$ cat src/design/bmp_rle8_to_rgb565_decoder_top_macros.svh
`ifndef BMP_RLE8_TO_RGB565_DECODER_TOP_MACROS_SVH
`define BMP_RLE8_TO_RGB565_DECODER_TOP_MACROS_SVH

// Checks that a condition implies another in the same cycle.
`define BMP_ASSERT_SAME(lbl, ante, cons) \
  lbl: assert property (@(posedge clk) disable iff (!rst_n) (ante) |-> (cons)) \
    else $error("same-cycle check failed");

// Checks that a condition implies another in the next cycle.
`define BMP_ASSERT_NEXT(lbl, ante, cons) \
  lbl: assert property (@(posedge clk) disable iff (!rst_n) (ante) |=> (cons)) \
    else $error("next-cycle check failed");

`endif

$ cat src/design/bmp_pkg.sv
`timescale 1ns / 1ps
package bmp_pkg;

  localparam int SCREEN_WIDTH  = 320;
  localparam int SCREEN_HEIGHT = 240;
  localparam int PALETTE_DEPTH = 256;
  localparam int QUEUE_DEPTH   = 4;
  localparam int QUEUE_AW      = 2;
  localparam int DIV_STEPS     = 17;

  localparam logic [1:0] FUNC_LOAD  = 2'd0;
  localparam logic [1:0] FUNC_START = 2'd1;
  localparam logic [1:0] FUNC_DATA  = 2'd2;

  localparam logic [1:0] ST_OK         = 2'd0;
  localparam logic [1:0] ST_BAD_FORMAT = 2'd1;
  localparam logic [1:0] ST_TOO_LARGE  = 2'd2;

  localparam logic [7:0] BPP_RLE8  = 8'd8;
  localparam logic [7:0] COMP_RLE8 = 8'd1;
  localparam logic [7:0] ESC_EOL   = 8'd0;
  localparam logic [7:0] ESC_EOI   = 8'd1;
  localparam logic [7:0] ESC_DELTA = 8'd2;

  localparam logic [2:0] CFG_WIDTH  = 3'd0;
  localparam logic [2:0] CFG_HEIGHT = 3'd1;
  localparam logic [2:0] CFG_ORG_X  = 3'd2;
  localparam logic [2:0] CFG_ORG_Y  = 3'd3;
  localparam logic [2:0] CFG_BPP    = 3'd4;
  localparam logic [2:0] CFG_COMP   = 3'd5;

  typedef struct packed {
    logic [1:0] func;
    logic [7:0] palette_index;
    logic [7:0] red_level;
    logic [7:0] green_level;
    logic [7:0] blue_level;
    logic [7:0] code_byte;
  } in_item_t;

  typedef struct packed {
    logic        kind;
    logic [1:0]  status;
    logic [8:0]  col_first;
    logic [8:0]  col_final;
    logic [7:0]  row_first;
    logic [7:0]  row_final;
    logic [15:0] pixel_color;
    logic [16:0] run_length;
    logic        image_end;
  } out_item_t;

  typedef struct packed {
    logic [8:0] width;
    logic [7:0] height;
    logic [8:0] org_x;
    logic [7:0] org_y;
    logic [7:0] bpp;
    logic [7:0] comp;
  } cfg_t;

  typedef enum logic [1:0] {CLS_LOAD, CLS_START, CLS_DATA} cls_t;

  typedef struct packed {
    cls_t        cls;
    logic [7:0]  index;
    logic [15:0] color;
    logic [7:0]  code;
  } cmd_t;

  typedef struct packed {
    logic valid;
    cmd_t cmd;
  } q_head_t;

  typedef enum logic [2:0] {
    PH_IDLE, PH_FIRST, PH_SECOND, PH_DX, PH_DY, PH_ABS, PH_PAD
  } phase_t;

  typedef enum logic [2:0] {B_FETCH, B_EXEC, B_MUL, B_DIV_Q, B_DIV_R} bstate_t;

  function automatic logic [15:0] to_rgb565(input logic [7:0] r, input logic [7:0] g,
                                            input logic [7:0] b);
    return {r[7:3], g[7:2], b[7:3]};
  endfunction

endpackage

$ cat src/design/bmp_front.sv
`timescale 1ns / 1ps
module bmp_front (
  input  logic               clk,
  input  logic               rst_n,
  input  logic               in_valid,
  output logic               in_ready,
  input  bmp_pkg::in_item_t  in_data,
  output bmp_pkg::q_head_t   head,
  input  logic               pop
);
  bmp_pkg::cmd_t                q_r [bmp_pkg::QUEUE_DEPTH];
  logic [bmp_pkg::QUEUE_AW-1:0] wr_ptr_r, wr_ptr_nxt;
  logic [bmp_pkg::QUEUE_AW-1:0] rd_ptr_r, rd_ptr_nxt;
  logic [bmp_pkg::QUEUE_AW:0]   count_r, count_nxt;
  logic                         push;
  bmp_pkg::cmd_t                cmd;

  always_comb begin
    cmd.index = in_data.palette_index;
    cmd.color = bmp_pkg::to_rgb565(in_data.red_level, in_data.green_level,
                                   in_data.blue_level);
    cmd.code  = in_data.code_byte;
    case (in_data.func)
      bmp_pkg::FUNC_LOAD:  cmd.cls = bmp_pkg::CLS_LOAD;
      bmp_pkg::FUNC_START: cmd.cls = bmp_pkg::CLS_START;
      default:             cmd.cls = bmp_pkg::CLS_DATA;
    endcase
  end

  assign in_ready = count_r != (bmp_pkg::QUEUE_AW + 1)'(bmp_pkg::QUEUE_DEPTH);
  // An unused function code is taken and dropped here.
  assign push = in_valid && in_ready && (in_data.func != 2'd3);

  always_comb begin
    wr_ptr_nxt = push ? wr_ptr_r + 1'b1 : wr_ptr_r;
    rd_ptr_nxt = pop ? rd_ptr_r + 1'b1 : rd_ptr_r;
    count_nxt  = count_r + (bmp_pkg::QUEUE_AW + 1)'(push) - (bmp_pkg::QUEUE_AW + 1)'(pop);
  end

  always_ff @(posedge clk) begin
    if (!rst_n) begin
      wr_ptr_r <= '0;
      rd_ptr_r <= '0;
      count_r  <= '0;
    end else begin
      wr_ptr_r <= wr_ptr_nxt;
      rd_ptr_r <= rd_ptr_nxt;
      count_r  <= count_nxt;
    end
    if (push) begin
      q_r[wr_ptr_r] <= cmd;
    end
  end

  assign head.valid = count_r != '0;
  assign head.cmd   = q_r[rd_ptr_r];
endmodule

$ cat config.mk
export PLATFORM = sky130hd
export DESIGN_NAME = bmp_front
export DESIGN_NICKNAME = d
export VERILOG_FILES = /design/src/design/bmp_rle8_to_rgb565_decoder_top_macros.svh /design/src/design/bmp_pkg.sv /design/src/design/bmp_front.sv
export SDC_FILE = /design/constraint.sdc
export NUM_CORES = 1
export LEC_CHECK = 0
export ABC_AREA = 1
export ABC_CLOCK_PERIOD_IN_PS = 3100
export BUFFER_PORTS_ARGS = -buffer_cell sky130_fd_sc_hd__buf_2
export CORE_MARGIN = 1
export CORE_UTILIZATION = 57
export CTS_CLUSTER_SIZE = 16
export DETAILED_ROUTE_END_ITERATION = 8
export PLACE_DENSITY = 0.8
export SLEW_MARGIN = 10
export SYNTH_ARGS = -nofsm -noshare
export SYNTH_HDL_FRONTEND = slang
export SYNTH_SLANG_ARGS = --single-unit
$ cat constraint.sdc
create_clock -name clk -period 3.1 [get_ports clk]
set_input_delay 0.31 -clock clk [delete_from_list [all_inputs] [get_ports clk]]
set_output_delay 0.31 -clock clk [all_outputs]
set_load 0.005 [all_outputs]
==> flow_metrics.tcl <==
set metrics [dict create \
    status "finished, final reports clean" \
    yosysUniqueCellTypes 23 \
    die_w_um 102 \
    path_clk_slew_ns 0.06 \
    fin_crit_sh 0.784 \
    synth.area.top_cells "edfxtp_1 71%, o21ai_0 5.7%, o22ai_2 4.4%" \
    fp.dieArea_um2 10400 \
    cts-root-buf "clkbuf_8" \
    worst_slack_ns 0.669 \
    dr.pass1.iters 4 \
    r2r_cells 10 \
    gp_congestion 0.746 \
    seq_area_frac_synth 0.746 \
    critPathKind "reg2out" \
    power_density_nw_per_um2 719 \
    pin_count 82 \
    yosys.cell_count.top_type "edfxtp_1" \
    cts_htree_levels 4 \
    utilization 0.721 \
    r2r_setup_slack_ns 1.15 \
    fin_area_um2 7020 \
    drc 0 \
    fill_cells 626 \
    min_period_ns 2.43 \
    floorplan.initialDensity 0.588 \
    netlist.area_leader.share 0.714 \
    critPathRequiredTime_ns 2.79 \
    portBuffers 73 \
    cts.path.max_buffers 2 \
    fin_setup_tns_ns 0 \
    holdCritStartpoint "in_data[39]" \
    path_buf_inv 3 \
    core_area_um2 9730 \
    cts_buffers 17 \
    power_mw 5.05 \
    wl_per_cell_um 17.4 \
    cp_top_family "buffers and inverters" \
    max_freq_mhz 411 \
    dp_hpwl_um 6110 \
    ant_nets 0 \
    slowest_delay_ns 0.46 \
    syn_avg_cell_area_um2 14.6 \
    multi_input_area_um2 1250 \
    worst_ep_arrival_time_ns 2.12 \
    p_sw_mw 1.18 \
    drive_gt1_frac 0.321 \
    num_vias 3477 \
    synthCells 392 \
    synth-seq-cells 145 \
    end_kind "output pin" \
    drtIter0Drc 197 \
    synth_flop_cell "edfxtp_1" \
    post_dp_cell_area_um2 6210 \
    layout.cells.non_filler 639 \
    final_nets 545 \
    hold_viol 0 \
    timing.rr.start "count_r[1]" \
    antenna_found_initial 1 \
    placed_cells 586 \
    yosysWarningCount 0 \
    cap_viol_max_count 0 \
    area_growth_pct 22.7 \
    async_reset_ff_frac 0 \
    seq_area_um2 4270 \
    p_seq_frac 0.469 \
    clk-insertion-delay-late_ns 0.51 \
    track_usage 0.230 \
    whs_ns 0.0252 \
    die_h_um 102 \
    maxSlewHeadroom 0.614 \
    hold_class "in2reg" \
    slew_violations 0 \
    synth_commonest_cells "136 x edfxtp_1, 65 x o21ai_0, 60 x nor2_1, 20 x nor2_2, 20 x o22ai_2" \
    setup_viol 0 \
    r2r_end "count_r[2]" \
    cp_slowest_cell "inv_6" \
    rows 36 \
    synth_edf_count 136 \
    fin_skew_ns 0.00782 \
    comb_power_share 0.123 \
    grt_pass1_vias 3439 \
    cts_tree "done" \
    post_cts_resized 0 \
    path_cells "buf_4, inv_6, o21ai_0, o22ai_2, buf_2" \
    via_per_inst 5.44 \
    syn-num-nets 445 \
    wirelength_um 11100 \
    critPathMaxFanout 68 \
    pre_cts_slack_ns 0.780 \
    p_leak_nw 2.53 \
    p_clk_frac 0.408 \
    swShare 0.233 \
    grt_pass1_wl_um 17100 \
    grt_max_degree 69 \
    internal_power_mw 3.87 \
    worst_pin_slew_ns 0.579 \
    synth_area_leader_cell "edfxtp_1" \
    cts.sinks 145 \
    gr-total-overflow 0 \
    start_kind "register" \
    peakVddDrop_mv 0.488 \
    hold_end "q_r[1][31]" \
    hold_depth 1 \
    synth_area_um2 5720 \
    grt_setup_unrepaired "false" \
]
-- area by class of cell --
cell class / count / area share
diodes: 1 / 0.000357
multi-input cells: 209 / 0.178
well taps: 133 / 0.0237
clock buffers: 18 / 0.0596
inverters: 16 / 0.00927
clock inverters: 14 / 0.0266
flip-flops and latches: 145 / 0.608
repair buffers: 103 / 0.0949
-- logic make-up after synthesis --
kind of cell	share of synthesized area
adder cells (fa/ha/maj)	0.0166
AND/OR/NAND/NOR	0.0714
buffers and inverters	0.0414
AO/OA/AOI/OAI	0.125
flip-flops	0.746
-- what timing repair did --
item / CTS / global route
hold endpoints to repair: 79 / 0
setup buffers: 0 / 0
hold buffers: 20 / 0
-- cells in the final DEF, fill, tap and decap left out, drive strengths merged, types with 5 or more instances in the layout --
cell type,count
clkbuf,18
o21ai,70
dlygate4sd3,20
dfxtp,9
inv,19
o22ai,34
edfxtp,136
nor2,80
clkinv,6
ha,6
buf,83
nand2,8
a21oi,5
-- state kept, by name, indices dropped and copies added, names as in the netlist, named ones only --
name and count:
rd_ptr_r 2, q_r 136, wr_ptr_r 2, count_r 3
-- how the worst max path moves through the flow --
stage                     slack, ns          to  cells past startpoint
after floorplan                0.47   q_r[0][0]                      4
after CTS                      0.65    head[16]                      5
final                          0.67    head[16]                      5
after global placement         0.85  count_r[2]                     10
after global routing           0.53     head[9]                      5
after detailed placement       0.78  count_r[2]                     10
-- routing by layer --
metal / global-route usage / up-vias / share of wire
met5: 0 / - / 0
met4: 0.107 / 0 / 0.017
met3: 0.0575 / 14 / 0.063
met2: 0.377 / 121 / 0.52
met1: 0.290 / 1694 / 0.40
li1: - / 1648 / -
-- power by group through the flow --
stage               Combinational, mW  Sequential [mW]  Clock [mW]
global route                    0.691             2.38        2.17
CTS                             0.629             2.37        2.09
floorplan                       0.359             2.40           0
detailed placement              0.602             2.41           0
finish                          0.621             2.37        2.06
global placement                0.574             2.40           0
Power figures use the tool's default switching activity.
